`config.mk`:
```
export PLATFORM = sky130hd
export DESIGN_NAME = rms_voltage_alarm
export DESIGN_NICKNAME = d
export VERILOG_FILES = /design/src/rtl/rva_pkg.sv /design/src/rtl/rva_regs.sv /design/src/rtl/rva_sqrt.sv /design/src/rtl/rms_voltage_alarm.sv
export SDC_FILE = /design/constraint.sdc
export NUM_CORES = 1
export LEC_CHECK = 0
export ABC_AREA = 1
export BUFFER_PORTS_ARGS = -buffer_cell sky130_fd_sc_hd__buf_4
export CAP_MARGIN = 40
export CORE_AREA = 2 2 226 395
export DETAILED_ROUTE_END_ITERATION = 10
export DIE_AREA = 0 0 228 397
export GPL_ROUTABILITY_DRIVEN = 0
export GPL_TIMING_DRIVEN = 1
export PLACE_DENSITY_LB_ADDON = 0.15
export SLEW_MARGIN = 20
export SYNTH_ARGS = -nofsm -noshare
export SYNTH_HDL_FRONTEND = slang
export SYNTH_SLANG_ARGS = --single-unit
```
`constraint.sdc`:
```
create_clock -name clk -period 14.8 [get_ports clk]
set_input_delay 0 -clock clk [delete_from_list [all_inputs] [get_ports clk]]
set_output_delay 0 -clock clk [all_outputs]
set_load 0.01 [all_outputs]
```
`src/rtl/rva_pkg.sv`:
```
// Shared types and constants for the RMS voltage alarm.
`timescale 1ns / 1ps
`default_nettype none
package rva_pkg;

	// APB register file geometry.
	localparam int ADDR_W = 4;
	localparam int DATA_W = 32;

	// Register indexes (paddr[3:2]).
	localparam logic [1:0] REG_OFFSET    = 2'd0;
	localparam logic [1:0] REG_GAIN      = 2'd1;
	localparam logic [1:0] REG_MODE      = 2'd2;
	localparam logic [1:0] REG_MANUAL    = 2'd3;

	// Register widths and reset values.
	localparam int OFFSET_W = 12;
	localparam int GAIN_W   = 16;
	localparam int MODE_W   = 2;
	localparam int THR_W    = 8;

	localparam logic [OFFSET_W-1:0] OFFSET_RST = 12'd2177;
	localparam logic [GAIN_W-1:0]   GAIN_RST   = 16'd12829;
	localparam logic [MODE_W-1:0]   MODE_RST   = 2'd0;
	localparam logic [THR_W-1:0]    MANUAL_RST = 8'd30;

	// Alarm mode codes; the two unused codes (2 and 3) behave as high mode.
	localparam logic [MODE_W-1:0] MODE_LOW    = 2'd0;
	localparam logic [MODE_W-1:0] MODE_MANUAL = 2'd1;

	localparam logic [THR_W-1:0] LOW_THR  = 8'd10;
	localparam logic [THR_W-1:0] HIGH_THR = 8'd30;

	// Datapath widths.
	localparam int SAMPLE_MAX_W = 16;
	localparam int SUM_W        = 33;
	localparam int ROOT_W       = 17;
	localparam int MUL_W        = 17;
	localparam int PROD_W       = 33;
	localparam int TENTHS_W     = 13;
	localparam int VOLTS_W      = 10;

	// Fixed-point scaling: volts = root * gain / 2^21.
	localparam int GAIN_SHIFT = 21;

	// Division of tenths by ten as a reciprocal multiply, exact below 2^13.
	localparam logic [15:0] RECIP_10    = 16'd52429;
	localparam int          RECIP_SHIFT = 19;

	localparam logic [TENTHS_W-1:0] TENTHS_MAX = 13'd8191;

	// Configuration seen by the datapath.
	typedef struct packed {
		logic [OFFSET_W-1:0] sample_offset;
		logic [GAIN_W-1:0]   volt_gain;
		logic [MODE_W-1:0]   alarm_mode;
		logic [THR_W-1:0]    manual_threshold;
	} cfg_t;

endpackage
`default_nettype wire

```
`src/rtl/rva_regs.sv`:
```
// APB configuration registers of the RMS voltage alarm.
`timescale 1ns / 1ps
`default_nettype none
module rva_regs (
	input  wire                          clk,
	input  wire                          arst_n,
	input  wire                          psel,
	input  wire                          penable,
	input  wire                          pwrite,
	input  wire [rva_pkg::ADDR_W-1:0]    paddr,
	input  wire [rva_pkg::DATA_W-1:0]    pwdata,
	output logic [rva_pkg::DATA_W-1:0]   prdata,
	output logic                         pready,
	output rva_pkg::cfg_t                cfg
);
	import rva_pkg::*;

	logic [OFFSET_W-1:0] offset_q;
	logic [GAIN_W-1:0]   gain_q;
	logic [MODE_W-1:0]   mode_q;
	logic [THR_W-1:0]    manual_q;
	logic                wr_en;
	logic [1:0]          reg_idx;

	assign pready  = 1'b1;
	assign wr_en   = psel & penable & pwrite;
	assign reg_idx = paddr[3:2];

	// Register writes in the access phase.
	always_ff @(posedge clk or negedge arst_n) begin
		if (!arst_n) begin
			offset_q <= OFFSET_RST;
			gain_q   <= GAIN_RST;
			mode_q   <= MODE_RST;
			manual_q <= MANUAL_RST;
		end else if (wr_en) begin
			case (reg_idx)
				REG_OFFSET: offset_q <= pwdata[OFFSET_W-1:0];
				REG_GAIN:   gain_q   <= pwdata[GAIN_W-1:0];
				REG_MODE:   mode_q   <= pwdata[MODE_W-1:0];
				REG_MANUAL: manual_q <= pwdata[THR_W-1:0];
				default: ;
			endcase
		end
	end

	// Read-back mux.
	always_comb begin
		case (reg_idx)
			REG_OFFSET: prdata = {{(DATA_W-OFFSET_W){1'b0}}, offset_q};
			REG_GAIN:   prdata = {{(DATA_W-GAIN_W){1'b0}}, gain_q};
			REG_MODE:   prdata = {{(DATA_W-MODE_W){1'b0}}, mode_q};
			REG_MANUAL: prdata = {{(DATA_W-THR_W){1'b0}}, manual_q};
			default:    prdata = '0;
		endcase
	end

	assign cfg.sample_offset    = offset_q;
	assign cfg.volt_gain        = gain_q;
	assign cfg.alarm_mode       = mode_q;
	assign cfg.manual_threshold = manual_q;

endmodule
`default_nettype wire

```
`src/rtl/rva_sqrt.sv`:
```
// Iterative integer square root, one result bit per cycle.
`timescale 1ns / 1ps
`default_nettype none
module rva_sqrt (
	input  wire                          clk,
	input  wire                          arst_n,
	input  wire                          start,
	input  wire [rva_pkg::SUM_W-1:0]     radicand,
	output logic                         done,
	output logic [rva_pkg::ROOT_W-1:0]   root
);
	import rva_pkg::*;

	logic [SUM_W-1:0] rem_q;
	logic [SUM_W:0]   res_q;
	logic [SUM_W-1:0] bit_q;
	logic             run_q;
	logic             done_q;
	logic [SUM_W:0]   trial;
	logic             take;

	// One compare and subtract per cycle.
	assign trial = res_q + {1'b0, bit_q};
	assign take  = {1'b0, rem_q} >= trial;

	always_ff @(posedge clk or negedge arst_n) begin
		if (!arst_n) begin
			run_q  <= 1'b0;
			done_q <= 1'b0;
		end else begin
			done_q <= run_q & bit_q[0];
			if (start) begin
				run_q <= 1'b1;
			end else if (bit_q[0]) begin
				run_q <= 1'b0;
			end
		end
	end

	// Remainder, partial root and the current test bit.
	always_ff @(posedge clk) begin
		if (start) begin
			rem_q <= radicand;
			res_q <= '0;
			bit_q <= {1'b1, {(SUM_W-1){1'b0}}};
		end else if (run_q) begin
			if (take) begin
				rem_q <= rem_q - trial[SUM_W-1:0];
				res_q <= (res_q >> 1) + {1'b0, bit_q};
			end else begin
				res_q <= res_q >> 1;
			end
			bit_q <= bit_q >> 2;
		end
	end

	assign done = done_q;
	assign root = res_q[ROOT_W-1:0];

endmodule
`default_nettype wire

```
`src/rtl/rms_voltage_alarm.sv`:
```
// Top level of the true-RMS voltmeter with threshold alarm.
// Usage:
//   Raw ADC words enter on sample with in_valid/in_ready. Each word takes
//   two steps: the zero level is subtracted as it is accepted, then the
//   square passes through the shared multiplier and the saturating add;
//   in_ready stays low until a word is through with both steps.
//   After WINDOW_LEN words one result word leaves on out_valid/out_ready:
//   RMS in tenths and whole volts, alarm flag and the threshold applied.
//   After acceptance the closing word passes through its square, the
//   bit-serial square root and its done flag, then the gain multiply, the
//   scaling by ten, the reciprocal divide by ten and the output load. The
//   square, the gain multiply and the reciprocal divide share the one
//   multiplier. In_ready stays low during that time.
//   The output register holds a result until taken; further samples are
//   accepted meanwhile, and only the next window's result waits for it.
//   Reset clears the sum, the window count and the output valid flag, and
//   loads the register defaults. Registers are written over APB at 4*index.
`timescale 1ns / 1ps
`default_nettype none
module rms_voltage_alarm #(
	parameter int WINDOW_LEN  = 1024,
	parameter int SAMPLE_BITS = 12
) (
	input  wire                            clk,
	input  wire                            arst_n,
	input  wire                            psel,
	input  wire                            penable,
	input  wire                            pwrite,
	input  wire [rva_pkg::ADDR_W-1:0]      paddr,
	input  wire [rva_pkg::DATA_W-1:0]      pwdata,
	output logic [rva_pkg::DATA_W-1:0]     prdata,
	output logic                           pready,
	input  wire                            in_valid,
	output logic                           in_ready,
	input  wire [SAMPLE_BITS-1:0]          sample,
	output logic                           out_valid,
	input  wire                            out_ready,
	output logic [rva_pkg::TENTHS_W-1:0]   rms_tenths,
	output logic [rva_pkg::VOLTS_W-1:0]    rms_volts,
	output logic                           alarm,
	output logic [rva_pkg::THR_W-1:0]      threshold_used
);
	import rva_pkg::*;

	localparam int CNT_W = $clog2(WINDOW_LEN);
	localparam logic [CNT_W-1:0] CNT_LAST = CNT_W'(WINDOW_LEN - 1);

	// Sequencer states.
	localparam logic [2:0] ST_IDLE  = 3'd0;
	localparam logic [2:0] ST_SQ    = 3'd1;
	localparam logic [2:0] ST_ROOT  = 3'd2;
	localparam logic [2:0] ST_GAIN  = 3'd3;
	localparam logic [2:0] ST_SCALE = 3'd4;
	localparam logic [2:0] ST_DIV   = 3'd5;
	localparam logic [2:0] ST_OUT   = 3'd6;

	cfg_t                    cfg;
	logic [2:0]              state_q;
	logic [SAMPLE_BITS-1:0]  mag_q;
	logic [SUM_W-1:0]        sum_q;
	logic [CNT_W-1:0]        count_q;
	logic [PROD_W-1:0]       prod_q;
	logic [TENTHS_W-1:0]     tenths_q;
	logic [VOLTS_W-1:0]      volts_q;
	logic                    out_valid_q;
	logic [TENTHS_W-1:0]     out_tenths_q;
	logic [VOLTS_W-1:0]      out_volts_q;
	logic                    out_alarm_q;
	logic [THR_W-1:0]        out_thr_q;

	logic [SAMPLE_MAX_W-1:0] off_ext;
	logic [SAMPLE_BITS-1:0]  zero_lvl;
	logic [SAMPLE_BITS-1:0]  mag;
	logic [MUL_W-1:0]        mul_a;
	logic [MUL_W-1:0]        mul_b;
	logic [2*MUL_W-1:0]      mul_p;
	logic [SUM_W:0]          sum_add;
	logic [SUM_W-1:0]        sum_sat;
	logic                    root_start;
	logic                    root_done;
	logic [ROOT_W-1:0]       root;
	logic [PROD_W+3:0]       scaled;
	logic [15:0]             tenths_raw;
	logic [THR_W-1:0]        thr;
	logic                    out_free;
	logic                    accept;

	rva_regs u_regs (
		.clk     (clk),
		.arst_n  (arst_n),
		.psel    (psel),
		.penable (penable),
		.pwrite  (pwrite),
		.paddr   (paddr),
		.pwdata  (pwdata),
		.prdata  (prdata),
		.pready  (pready),
		.cfg     (cfg)
	);

	rva_sqrt u_sqrt (
		.clk      (clk),
		.arst_n   (arst_n),
		.start    (root_start),
		.radicand (sum_sat),
		.done     (root_done),
		.root     (root)
	);

	// Magnitude of the sample relative to the zero level.
	assign off_ext  = {{(SAMPLE_MAX_W-OFFSET_W){1'b0}}, cfg.sample_offset};
	assign zero_lvl = off_ext[SAMPLE_BITS-1:0];
	assign mag      = (sample >= zero_lvl) ? (sample - zero_lvl) : (zero_lvl - sample);

	assign in_ready = (state_q == ST_IDLE);
	assign accept   = in_valid & in_ready;
	assign out_free = ~out_valid_q | out_ready;

	// Operand selection for the shared multiplier.
	always_comb begin
		case (state_q)
			ST_SQ: begin
				mul_a = {{(MUL_W-SAMPLE_BITS){1'b0}}, mag_q};
				mul_b = {{(MUL_W-SAMPLE_BITS){1'b0}}, mag_q};
			end
			ST_GAIN: begin
				mul_a = root;
				mul_b = {{(MUL_W-GAIN_W){1'b0}}, cfg.volt_gain};
			end
			ST_DIV: begin
				mul_a = {{(MUL_W-TENTHS_W){1'b0}}, tenths_q};
				mul_b = {1'b0, RECIP_10};
			end
			default: begin
				mul_a = '0;
				mul_b = '0;
			end
		endcase
	end

	assign mul_p = mul_a * mul_b;

	// Saturating accumulation of the squares.
	assign sum_add    = {1'b0, sum_q} + mul_p[SUM_W:0];
	assign sum_sat    = sum_add[SUM_W] ? {SUM_W{1'b1}} : sum_add[SUM_W-1:0];
	assign root_start = (state_q == ST_SQ) && (count_q == CNT_LAST);

	// Times ten by shift and add, then drop the fraction bits.
	assign scaled     = ({4'b0, prod_q} << 3) + ({4'b0, prod_q} << 1);
	assign tenths_raw = scaled[GAIN_SHIFT+15:GAIN_SHIFT];

	// Threshold for the mode in force when the result is loaded into the output register.
	always_comb begin
		case (cfg.alarm_mode)
			MODE_LOW:    thr = LOW_THR;
			MODE_MANUAL: thr = cfg.manual_threshold;
			default:     thr = HIGH_THR;
		endcase
	end

	// Sequencer and control state.
	always_ff @(posedge clk or negedge arst_n) begin
		if (!arst_n) begin
			state_q     <= ST_IDLE;
			sum_q       <= '0;
			count_q     <= '0;
			out_valid_q <= 1'b0;
		end else begin
			if ((state_q == ST_OUT) && out_free) begin
				out_valid_q <= 1'b1;
			end else if (out_ready) begin
				out_valid_q <= 1'b0;
			end
			case (state_q)
				ST_IDLE: begin
					if (accept) begin
						state_q <= ST_SQ;
					end
				end
				ST_SQ: begin
					if (root_start) begin
						sum_q   <= '0;
						count_q <= '0;
						state_q <= ST_ROOT;
					end else begin
						sum_q   <= sum_sat;
						count_q <= count_q + 1'b1;
						state_q <= ST_IDLE;
					end
				end
				ST_ROOT: begin
					if (root_done) begin
						state_q <= ST_GAIN;
					end
				end
				ST_GAIN:  state_q <= ST_SCALE;
				ST_SCALE: state_q <= ST_DIV;
				ST_DIV:   state_q <= ST_OUT;
				ST_OUT: begin
					if (out_free) begin
						state_q <= ST_IDLE;
					end
				end
				default: state_q <= ST_IDLE;
			endcase
		end
	end

	// Datapath registers.
	always_ff @(posedge clk) begin
		if (accept) begin
			mag_q <= mag;
		end
		if (state_q == ST_GAIN) begin
			prod_q <= mul_p[PROD_W-1:0];
		end
		if (state_q == ST_SCALE) begin
			tenths_q <= (|tenths_raw[15:TENTHS_W]) ? TENTHS_MAX : tenths_raw[TENTHS_W-1:0];
		end
		if (state_q == ST_DIV) begin
			volts_q <= mul_p[RECIP_SHIFT+VOLTS_W-1:RECIP_SHIFT];
		end
		if ((state_q == ST_OUT) && out_free) begin
			out_tenths_q <= tenths_q;
			out_volts_q  <= volts_q;
			out_alarm_q  <= ({{(VOLTS_W-THR_W){1'b0}}, thr} < volts_q);
			out_thr_q    <= thr;
		end
	end

	assign out_valid      = out_valid_q;
	assign rms_tenths     = out_tenths_q;
	assign rms_volts      = out_volts_q;
	assign alarm          = out_alarm_q;
	assign threshold_used = out_thr_q;

endmodule
`default_nettype wire
```
# [After elaboration in Yosys (flattened, before gate mapping)]
# Cells that the tools add are included.
[op_classes] add_sub_neg=8 multipliers=1 magnitude_cmp=3 eq_ne=14 muxes=21 bitwise_logic=6 reduce_logical=16
[ops] op="33-bit two-way mux" n=5
[ops] op="32-bit one-hot mux with 4 select lines" n=1
[ops] op="17-bit one-hot mux with 3 select lines" n=1
[ops] op="16-bit one-hot mux with 3 select lines" n=1
[ops] op="36-bit by 34-bit adder with 37-bit output" n=1
[ops] op="33-bit by 33-bit adder with 34-bit output" n=1
[ops] op="33-bit by 34-bit adder with 34-bit output" n=1
[ops] op="34-bit by 33-bit adder with 34-bit output" n=1
[ops] op="33-bit by 34-bit >= comparator with 1-bit output" n=1
[ops] op="17-bit by 17-bit multiplier with 34-bit output" n=1
[ops] op="34-bit two-way mux" n=1
[ops] op="33-bit subtractor" n=1
[ops] op="12-bit subtractor" n=2
[ops] op="3-bit one-hot mux with 7 select lines" n=1
[ops] op="8-bit one-hot mux with 2 select lines" n=1
[ops] op="12-bit >= comparator" n=1
[ops] op="12-bit two-way mux" n=1
[ops] op="10-bit by 1-bit adder with 10-bit output (second input constant)" n=1
[ops] op="10-bit == test (second input constant)" n=1
[ops] op="8-bit by 10-bit < comparator with 1-bit output" n=1
[ops] op="10-bit two-way mux" n=1
[ops] op="2-bit AND reduction" n=5
[ops] op="3-bit == test (second input constant)" n=3
[ops] op="3-bit two-way mux" n=3
[ops] op="17 further kinds" n=32
[totals] regBits=271 in_bits=55 output_inout_bits=67

# [Logic depth before layout (Yosys ltp)]
# Gate-level depths: netlist of the first run.
[depth] word_depth=6 ltp_mapped=47 depth_no_buf=44

# [Cells and area by module]
# Synthesis of the first run repeated with hierarchy kept, for this count alone.
[hier_totals] hier_cells=4326 hier_area_um2=31138.6
[by_module_without_submodules] mod="rms_voltage_alarm" n_inst=1 cells_each=2694 area_each_um2=20443.4 seq_area_each_um2=4179.0
[by_module_without_submodules] mod="rva_sqrt" n_inst=1 cells_each=1379 area_each_um2=8714.6 seq_area_each_um2=2062.0
[by_module_without_submodules] mod="rva_regs" n_inst=1 cells_each=253 area_each_um2=1980.6 seq_area_each_um2=968.4

# [Worst setup path before layout of the first run]
# Ideal clock, no wire load.
[synth_timing] path_kind="reg2reg" start="register state_q[0]" end="register u_sqrt.rem_q[11], data pin" setup_ns=0.252 t_arrival_ns=7.897 t_required_ns=14.548 setup_slack_ns=6.651 stages_incl_launch_ff=41 path_buffers=3 period_less_slack_ns=8.149 path_cell_list="dfrtp_1 > inv_2 > nor3_2 > buf_2 > nand2_1 > nand2_1 > clkbuf_1 > nand2_1 > fa_1 > fa_1 > inv_1 > fa_1 > fa_1 > fa_1 > inv_1 > fa_1 > inv_1 > ha_1 > [... 5 more ...] > nand2_1 > a21o_1 > xor2_1 > ha_1 > nand2_1 > nor2_2 > inv_2 > nor2_2 > inv_2 > nor2_1 > nand3_1 > nand3_2 > inv_2 > nand2_4 > buf_8 > nand3b_2 > nand2_1 > nand2_1"
[synth_via] elab_chain_cells=6 elab_cells_between_ends=10
[synth_lines] item="start: declaration" line="rms_voltage_alarm.sv:58" text="logic [2:0] state_q;"
[synth_lines] item="start signal: assignment" line="rms_voltage_alarm.sv:164" text="state_q <= ST_IDLE;"
[synth_lines] item="start signal: assignment" line="rms_voltage_alarm.sv:177" text="state_q <= ST_SQ;"
[synth_lines] item="start signal: assignment" line="rms_voltage_alarm.sv:184" text="state_q <= ST_ROOT;"
[synth_lines] item="3-bit == test (tied with other cells)" line="rms_voltage_alarm.sv:121" text="case (state_q)"
[synth_lines] item="17-bit one-hot mux with 3 select lines or 16-bit one-hot mux with 3 select lines (tied branches)" line="rms_voltage_alarm.sv:121"
[synth_lines] item="17-bit by 17-bit multiplier with 34-bit output *" line="rms_voltage_alarm.sv:141" text="assign mul_p = mul_a * mul_b;"
[synth_lines] item="via mul_p[23]" line="rms_voltage_alarm.sv:76" text="logic [2*MUL_W-1:0] mul_p;"
[synth_lines] item="33-bit by 34-bit adder with 34-bit output *" line="rms_voltage_alarm.sv:144" text="assign sum_add = {1'b0, sum_q} + mul_p[SUM_W:0];"
[synth_lines] item="33-bit two-way mux *" line="rms_voltage_alarm.sv:145" text="assign sum_sat = sum_add[SUM_W] ? {SUM_W{1'b1}} : sum_add[SUM_W-1:0];"
[synth_lines] item="33-bit two-way mux *" line="rva_sqrt.sv:42" text="if (start) begin"
[synth_lines] item="end signal: assignment" line="rva_sqrt.sv:43" text="rem_q <= radicand;"
[synth_lines] item="end signal: assignment" line="rva_sqrt.sv:48" text="rem_q <= rem_q - trial[SUM_W-1:0];"
[synth_lines] item="end: declaration" line="rva_sqrt.sv:14" text="logic [SUM_W-1:0] rem_q;"
# The timed path passes the listed nets; every way through them passes the cells marked *.
# A chain may end at the register's enable or synchronous reset.

# [Final worst setup path of the first run]
[layout_timing] start="register state_q[0]" end="register u_sqrt.rem_q[32], data pin"
# Same word-level chain as after synthesis.

==> flow_summary.yaml, run 1 <==
run_status:
  status: "finished clean"
cts:
  cts.sinks: 271
  post_cts_buffers: 0
  path_clk_slew_ns: 0.06
  clk_path_buf_depth: 3
  cts_root_buf: "clkbuf_16"
  cts-buffers-inserted: 34
  cts_tree: "done"
  clk_latency_ns: 0.58
  htreeDepth: 2
worst_setup_path:
  path_max_fanout: 44
  cpPeakStageDelay_ns: 0.74
  path_delay_family: "adder cells"
  cp_slowest_cell: "xor2_1"
  worstSetupEndpointType: "register"
  critical_path_class: "register to register"
  cp.required_ns: 15.13
  arrival_ns: 10.74
  crit_buf_inv: 9
  setup.worst_path.start_class: "register"
die:
  dieArea_mm2: 0.0905
  die_h_um: 397
  die_w_um: 228
  core_area_mm2: 0.0876
  pin_count: 122
  start_util_pct: 34.6
  rows: 144
drt:
  num_vias: 26600
  wl_per_cell_um: 19.2
  detail-route-antenna-nets: 0
  met3_length_um: 2980
  wl_met2_um: 55600
  drtPass1Iterations: 7
  drt_iter0_markers: 1415
  highest_layer: "met5"
  wl_met1_um: 36500
  vias_per_cell: 4.96
  routed_wl_um: 103000
  drcViolationCount: 0
finish:
  areaGrowthSynthToFinish_pct: 11.9
  drive_gt1_share_pct: 8.00
  register_area_mm2: 0.00721
  fillers: 9409
  fin_nets: 4714
  multi_input_area_mm2: 0.0197
  n_antenna_cell: 0
global_routing:
  grt_max_degree: 70
  grt_overflow: 0
  grt_antenna_before_repair: 1
  grt_pass1_wl_um: 158000
  track_usage_pct: 22.8
  grt_pass1_vias: 28100
timing:
  rsz0062_at_grt: "no"
  slew_violations: 0
  setup_ws_ns: 4.39
  tns_ns: 0
  min_period_ns: 10.41
  fin_skew_ns: 0.0278
  worst_pin_slew_ns: 0.942
  slew_headroom_pct: 37.0
  hold_slack_ns: 0.0845
  fin_crit_sh_pct: 70.3
  hold_viol: 0
  setup_viol: 0
  max_freq_mhz: 96.1
synth:
  netlist_instances: 4063
  synth_cell_types: 67
  synth_edf_count: 133
  synth_area_mm2: 0.0303
  synth-seq-cells: 271
  avgSynthCellArea_um2: 7.46
  ys_seq_area_share_pct: 23.8
  synthFlopType: "edfxtp_1"
  async_reset_ff_share_pct: 32.1
  yosysWarnings: 0
power_and_ir_drop:
  powerDensity_mw_per_mm2: 166
  p_leak_nw: 16.9
  ir_drop_v: 0.000114
placement:
  io_buffer_count: 86
  dp_slack_ns: 4.38
  dp_hpwl_um: 83000
min_path:
  min_path_type: "input pin to register"
job:
  maxCapViolations: 0
-- cell usage in the layout (no fill, tap or decap), types with 11 or more instances in the layout --
cell              n
clkbuf_16        35
nand3_1         190
nor2_1          242
xnor2_1          63
o21ai_0         175
dfstp_2          14
inv_2            11
o21ai_1          13
a21o_1           29
o211ai_1         15
nand2_1        1114
dfrtp_1          72
inv_1           724
ha_1            272
nand2_2          12
conb_1           17
dfxtp_1          51
fa_1            213
buf_4           140
a21oi_1         253
nor3_1           31
nand4_1          21
nand3_2          30
edfxtp_1        133
o21bai_1         20
dlygate4sd3_1    30
nor4_1           14
xor2_1           96
or2_2            11
-- path summary, 6_finish.rpt --
check | slack [ns] | end | from | cells after the start
setup reg to reg | 4.39 | u_sqrt.rem_q[32] | state_q[0] | 36
max in group asynchronous | 13.19 | u_regs.gain_q[5] | arst_n | 5
hold / removal | 0.08 | mag_q[5] | sample[5] | 4
min in group asynchronous | 0.46 | u_regs.gain_q[8] | arst_n | 3
setup / recovery | 4.39 | u_sqrt.rem_q[32] | state_q[0] | 36
hold reg to reg | 0.45 | rms_volts[6] | volts_q[6] | 0
-- synth_stat cells, types with 4 or more instances --
cell type	number	area share (%)
a31oi_1	10	0.21
nand3b_1	5	0.12
dfstp_2	14	1.2
nand2_1	1114	14
o21bai_1	20	0.50
o21ai_1	14	0.23
nor3_1	31	0.51
nand3b_2	7	0.26
nor2_1	244	3.0
dfxtp_1	51	3.4
or2_2	11	0.23
buf_6	8	0.30
o21a_1	4	0.099
a211oi_1	5	0.12
o211ai_1	15	0.37
nor2_4	5	0.19
edfxtp_1	133	13
o221ai_1	8	0.23
xnor2_1	63	1.8
inv_2	11	0.14
a21o_1	29	0.72
buf_1	4	0.050
nor4_1	14	0.29
fa_1	213	14
clkinv_1	5	0.062
a221oi_1	7	0.20
clkbuf_1	44	0.55
xor2_1	96	2.8
o22ai_1	5	0.10
buf_2	40	0.66
buf_4	21	0.52
nand4_1	21	0.43
a21oi_1	253	4.2
inv_1	724	9.0
nand3_2	30	0.99
ha_1	272	11
nand2_2	12	0.25
o21ai_0	175	2.9
dfrtp_1	73	6.0
o211ai_2	6	0.25
nand3_1	190	3.1
nor3_2	4	0.13
nor2_2	9	0.19
-- metrics by stage --
stage	utilization [%]	area [um^2]	total power [mW]	std cells
after global routing	38.7	33900	6.08	5367
after detailed placement	36.9	32300	4.74	5272
after global placement	36.7	32200	4.69	5257
after floorplan	-	30400	3.43	4078
final	38.7	33900	5.63	5367
after CTS	38.6	33800	5.69	5362
-- flip-flops by register name, indices dropped and copies added (netlist names), 13 cells and up --
signal / count
u_sqrt.rem_q: 33
tenths_q: 13
u_sqrt.res_q: 34
u_regs.gain_q: 16
prod_q: 33
sum_q: 33
u_sqrt.bit_q: 17
rms_tenths: 13
-- per-layer routing --
layer	vias up	track usage [%]
met1	12700	22.3
met3	257	2.08
met5	-	0
li1	13100	-
met4	2	15.2
met2	584	44.9
-- power by group --
| group | total (mW) | leakage, nW | internal, mW | switching [mW] |
|---|---|---|---|---|
| Combinational | 3.67 | 13.7 | 1.23 | 2.44 |
| Clock | 0.897 | 0.573 | 0.519 | 0.378 |
| Sequential | 1.07 | 2.61 | 0.984 | 0.0876 |
| Total | 5.63 | 16.9 | 2.73 | 2.90 |
-- timing repair --
action,4_1_cts,5_1_grt
hold buffers,29,1
gates resized for setup,0,0
endpoints found under the hold margin,90,3
-- cell families after synthesis --
logic type	share of synthesized area [%]
AO/OA/AOI/OAI	10.7
other	0.0248
XOR/XNOR	4.60
multiplexers	0.0991
flip-flops	23.8
AND/OR/NAND/NOR	24.0
buffers and inverters	11.4
adder cells (fa/ha/maj)	25.3
-- worst reg2reg max path, delay by kind of cell, from the launching register on --
| family | cells | cell delay (ns) |
|---|---|---|
| compound gates | 4 | 0.56 |
| xor+xnor | 1 | 0.74 |
| flops | 1 | 0.45 |
| simple gates | 14 | 3.25 |
| buf+inv | 9 | 1.77 |
| fa+ha+maj | 8 | 3.43 |
-- layout make-up --
class	instances	share of cell area [%]
multi-input cells	2947	58.2
flip-flops and latches	271	21.3
inverters	740	8.20
repair buffers	180	4.56
well taps	1168	4.31
clock buffers	44	2.83
clock inverters	17	0.639
Power figures use the tool's default switching activity.
==> run 2, diff against run 1 <==
Clock period 14.8 ns to 10.4 ns, I/O delays scaled along.
==> flow_summary.yaml, run 2 (synthesis results as in run 1) <==
run_status:
  status: "finished clean"
worst_setup_path:
  cpPeakStageDelay_ns: 0.56
  critical_path_class: "register to register"
  cp_slowest_cell: "fa_1"
  arrival_ns: 10.00
  path_max_fanout: 38
  crit_buf_inv: 11
  setup.worst_path.start_class: "register"
  cp.required_ns: 10.78
  worstSetupEndpointType: "register"
  path_delay_family: "adder cells"
power_and_ir_drop:
  p_switching_mw: 4.10
  p_leak_nw: 16.9
  p_total_mw: 7.95
  clockPowerShare_pct: 14.4
  p_sw_share_pct: 51.6
  ir_drop_v: 0.000175
  p_int_mw: 3.84
  p_seq_share_pct: 19.3
  combPwrFrac_pct: 66.3
  powerDensity_mw_per_mm2: 234
timing:
  hold_viol: 0
  setup_ws_ns: 0.777
  max_freq_mhz: 104
  rsz0062_at_grt: "no"
  worst_pin_slew_ns: 0.832
  min_period_ns: 9.62
  fin_crit_sh_pct: 92.5
  setup_viol: 0
  slew_violations: 0
  tns_ns: 0
  slew_headroom_pct: 44.4
  fin_skew_ns: 0.0200
drt:
  routed_wl_um: 104000
  detail-route-antenna-nets: 0
  drtPass1Iterations: 6
  num_vias: 26700
  vias_per_cell: 4.96
  drcViolationCount: 0
  wl_per_cell_um: 19.3
  drt_iter0_markers: 1370
finish:
  layout_common_cells: "nand2_1, inv_1, ha_1"
  utilization_pct: 38.7
  drive_gt1_share_pct: 8.52
  fin_nets: 4741
  areaGrowthSynthToFinish_pct: 11.9
  n_antenna_cell: 0
  largest_register_ff_count: 34
  regMostFlops: "u_sqrt.res_q"
  final_common_cell: "nand2_1"
global_routing:
  grt_pass1_wl_um: 158000
  grt_antenna_before_repair: 0
  track_usage_pct: 22.7
  grt_max_degree: 70
  grt_pass1_vias: 27900
  grt_overflow: 0
job:
  maxCapViolations: 0
cts:
  cts-buffers-inserted: 31
  cts.sinks: 271
  cts_root_buf: "clkbuf_16"
  clk_path_buf_depth: 3
  cts_tree: "done"
  htreeDepth: 1
  path_clk_slew_ns: 0.07
  clk_latency_ns: 0.63
  cts_resized: 0
min_path:
  min_path_type: "input pin to register"
placement:
  dp_slack_ns: 0.753
  dp_hpwl_um: 85300
  io_buffer_count: 86
die:
  dieArea_mm2: 0.0905
  pin_count: 122
  rows: 144
  core_area_mm2: 0.0876
  die_h_um: 397
  start_util_pct: 34.6
  die_w_um: 228
==> run 2: changes by cell type in the layout (fill, tap and decap cells not counted), moves of 2 or more <==
cell        previous run  this run
buf_12                 0         2
buf_16                 4         1
buf_4                140       173
buf_6                  2         0
clkbuf_1               4         2
clkbuf_16             35        31
clkbuf_8               5         0
clkinv_1               7        10
clkinv_2               5         8
clkinvlp_4             2         4
==> run 2: path summary, 6_finish.rpt <==
| path | from | cells past startpoint | to | slack [ns] |
|---|---|---|---|---|
| min in group asynchronous | arst_n | 2 | u_regs.manual_q[4] | 0.06 |
| max reg2reg | state_q[0] | 39 | u_sqrt.rem_q[11] | 0.78 |
| min reg2reg | tenths_q[5] | 0 | rms_tenths[5] | 0.45 |
| min | sample[4] | 4 | mag_q[4] | 0.04 |
| max | state_q[0] | 39 | u_sqrt.rem_q[11] | 0.78 |
| max in group asynchronous | arst_n | 3 | u_sqrt.run_q | 9.54 |
==> run 2: layout make-up <==
cell class                      instances  area, um^2
Fill cell                            9430       53700
Multi-Input combinational cell       2947       19700
Sequential cell                       271        7210
Inverter                              740        2780
Timing Repair Buffer                  210        1720
Tap cell                             1168        1460
Clock buffer                           33         783
Clock inverter                         25         236
==> run 2: through the flow <==
| stage | instance area (um^2) | hold WS [ns] | std cells |
|---|---|---|---|
| after global placement | 32400 | 0.0463 | 5296 |
| after detailed placement | 32500 | 0.0374 | 5302 |
| after global routing | 33900 | 0.0540 | 5394 |
| after CTS | 33800 | 0.0101 | 5391 |
| after floorplan | 30400 | -0.296 | 4078 |
| final | 33900 | 0.0438 | 5394 |
==> run 2: power groups by stage <==
stage / Clock (mW) / Combinational, mW / Sequential (mW)
4_1_cts: 1.17 / 5.32 / 1.54
5_1_grt: 1.20 / 5.79 / 1.55
3_3_place_gp: 0 / 5.27 / 1.56
3_5_place_dp: 0 / 5.28 / 1.55
6_report: 1.14 / 5.27 / 1.54
2_1_floorplan: 0 / 3.38 / 1.50
==> run 2: metal layers <==
metal	vias to the layer above	part of all wire, %	global-route usage (%)
li1	13100	-	-
met5	-	0	0
met4	0	6.8	13.5
met2	593	56	46.1
met1	12800	35	22.2
met3	226	2.6	1.65
==> run 2: worst reg2reg max path: cells and delay by family, from the launching register on <==
kind            cells  cell delay [ns]
fa+ha+maj           8             3.54
compound gates      1             0.11
flops               1             0.43
buf+inv            11             1.74
xor+xnor            1             0.38
simple gates       18             3.15
==> run 2: timing repair <==
item / CTS / global route
hold endpoints to repair: 112 / 4
setup buffers: 0 / 0
hold buffers: 31 / 1
==> run 3, diff against run 2 <==
Settings changed: HOLD_SLACK_MARGIN set to 0.08, PLACE_DENSITY_LB_ADDON 0.15 to unset.
==> flow_summary.yaml, run 3 (synthesis results as in run 1) <==
cts:
  post_cts_buffers: 0
  cts-buffers-inserted: 31
  cts_root_buf: "clkbuf_16"
  clk_path_buf_depth: 3
  cts_resized: 0
  cts.sinks: 271
  htreeDepth: 1
  path_clk_slew_ns: 0.06
  clk_latency_ns: 0.63
  cts_tree: "done"
timing:
  setup_viol: 0
  slew_violations: 0
  min_period_ns: 9.83
  hold_viol: 0
  worst_pin_slew_ns: 0.866
  fin_crit_sh_pct: 94.5
  max_freq_mhz: 102
  tns_ns: 0
  hold_slack_ns: 0.116
  rsz0062_at_grt: "no"
  slew_headroom_pct: 41.9
  fin_skew_ns: 0.0134
worst_setup_path:
  cp.required_ns: 10.79
  worstSetupEndpointType: "register"
  arrival_ns: 10.22
  critical_path_class: "register to register"
  path_max_fanout: 33
  setup.worst_path.start_class: "register"
  cpPeakStageDelay_ns: 0.63
  cp_slowest_cell: "nand3_1"
finish:
  fillers: 9250
  drive_gt1_share_pct: 8.02
  largest_register_ff_count: 34
  layout_common_cells: "nand2_1, inv_1, ha_1"
  fin_nets: 4731
  areaGrowthSynthToFinish_pct: 11.9
  regMostFlops: "u_sqrt.res_q"
  final_common_cell: "nand2_1"
die:
  rows: 144
  core_area_mm2: 0.0876
  start_util_pct: 34.6
  pin_count: 122
  dieArea_mm2: 0.0905
  die_h_um: 397
  die_w_um: 228
power_and_ir_drop:
  ir_drop_v: 0.000228
  p_leak_nw: 16.9
  p_total_mw: 8.04
  powerDensity_mw_per_mm2: 237
drt:
  detail-route-antenna-nets: 0
  vias_per_cell: 5.05
  drcViolationCount: 0
  wl_per_cell_um: 18.6
  drt_iter0_markers: 1437
  num_vias: 27200
  drtPass1Iterations: 7
  routed_wl_um: 100000
global_routing:
  grt_pass1_vias: 28000
  grt_overflow: 0
  grt_max_degree: 69
  grt_pass1_wl_um: 153000
  grt_antenna_before_repair: 4
  track_usage_pct: 21.9
placement:
  io_buffer_count: 86
  dp_hpwl_um: 81300
min_path:
  min_path_type: "input pin to register"
job:
  maxCapViolations: 0
run_status:
  status: "finished clean"
[run 3: cell types whose count changed in the layout (fill, tap and decap cells not counted), sizes merged]
cell	before	now
clkinv	19	14
clkinvlp	4	3
buf	179	162
diode	0	3
dlygate4sd3	31	38
clkbuf	33	38
[run 3: what timing repair did]
item | in CTS | in global routing
setup endpoints to repair | 0 | 0
hold buffers | 39 | 0
endpoints found under the hold margin | 148 | 0
[run 3: final cells by class]
type	instances	area [um^2]	area share, %
multi-input combinational	2947	19700	58.1
sequential	271	7210	21.3
inverter	740	2780	8.19
timing repair buffer	200	1720	5.06
tap	1168	1460	4.31
clock buffer	38	823	2.43
clock inverter	19	199	0.587
antenna	3	7.51	0.0221
[run 3: worst paths after layout]
kind                            start            endpoint  slack, ns  depth (start not counted)
max                        state_q[2]    u_sqrt.rem_q[28]       0.57                         35
max in group asynchronous      arst_n           out_valid       9.19                          5
min                              psel  u_regs.manual_q[3]       0.12                          5
min in group asynchronous      arst_n  u_regs.manual_q[3]       0.59                          3
min reg2reg                volts_q[5]        rms_volts[5]       0.48                          0
max reg2reg                state_q[2]    u_sqrt.rem_q[28]       0.57                         35
[run 3: power by group]
group | switching [mW] | internal, mW
Clock | 0.498 | 0.640
Combinational | 3.56 | 1.80
Sequential | 0.144 | 1.40
Total | 4.20 | 3.84
[run 3: metrics by stage]
| step | cells | setup slack (ns) | cell area (um^2) | util (%) |
|---|---|---|---|---|
| after floorplan | 4078 | 2.25 | 30400 | - |
| after global placement | 5269 | 0.736 | 32300 | 36.8 |
| after detailed placement | 5281 | 0.676 | 32400 | 37.0 |
| after CTS | 5377 | 0.657 | 33800 | 38.6 |
| after global routing | 5383 | 0.162 | 33900 | 38.7 |
| final | 5386 | 0.567 | 33900 | 38.7 |
[run 3: critical path, delay by kind of cell (launching register included)]
kind / cells / cell delay, ns
flops: 1 / 0.46
xor+xnor: 1 / 0.19
buf+inv: 7 / 1.23
compound gates: 4 / 0.75
fa+ha+maj: 8 / 3.64
simple gates: 15 / 3.29
[run 3: per-layer routing]
layer | track usage [%] | wire, um | up-vias
li1 | - | - | 13100
met2 | 41.5 | 52100 | 818
met4 | 19.2 | 10300 | 4
met3 | 2.18 | 3750 | 391
met1 | 20.9 | 34000 | 12900
met5 | 0 | 31 | -
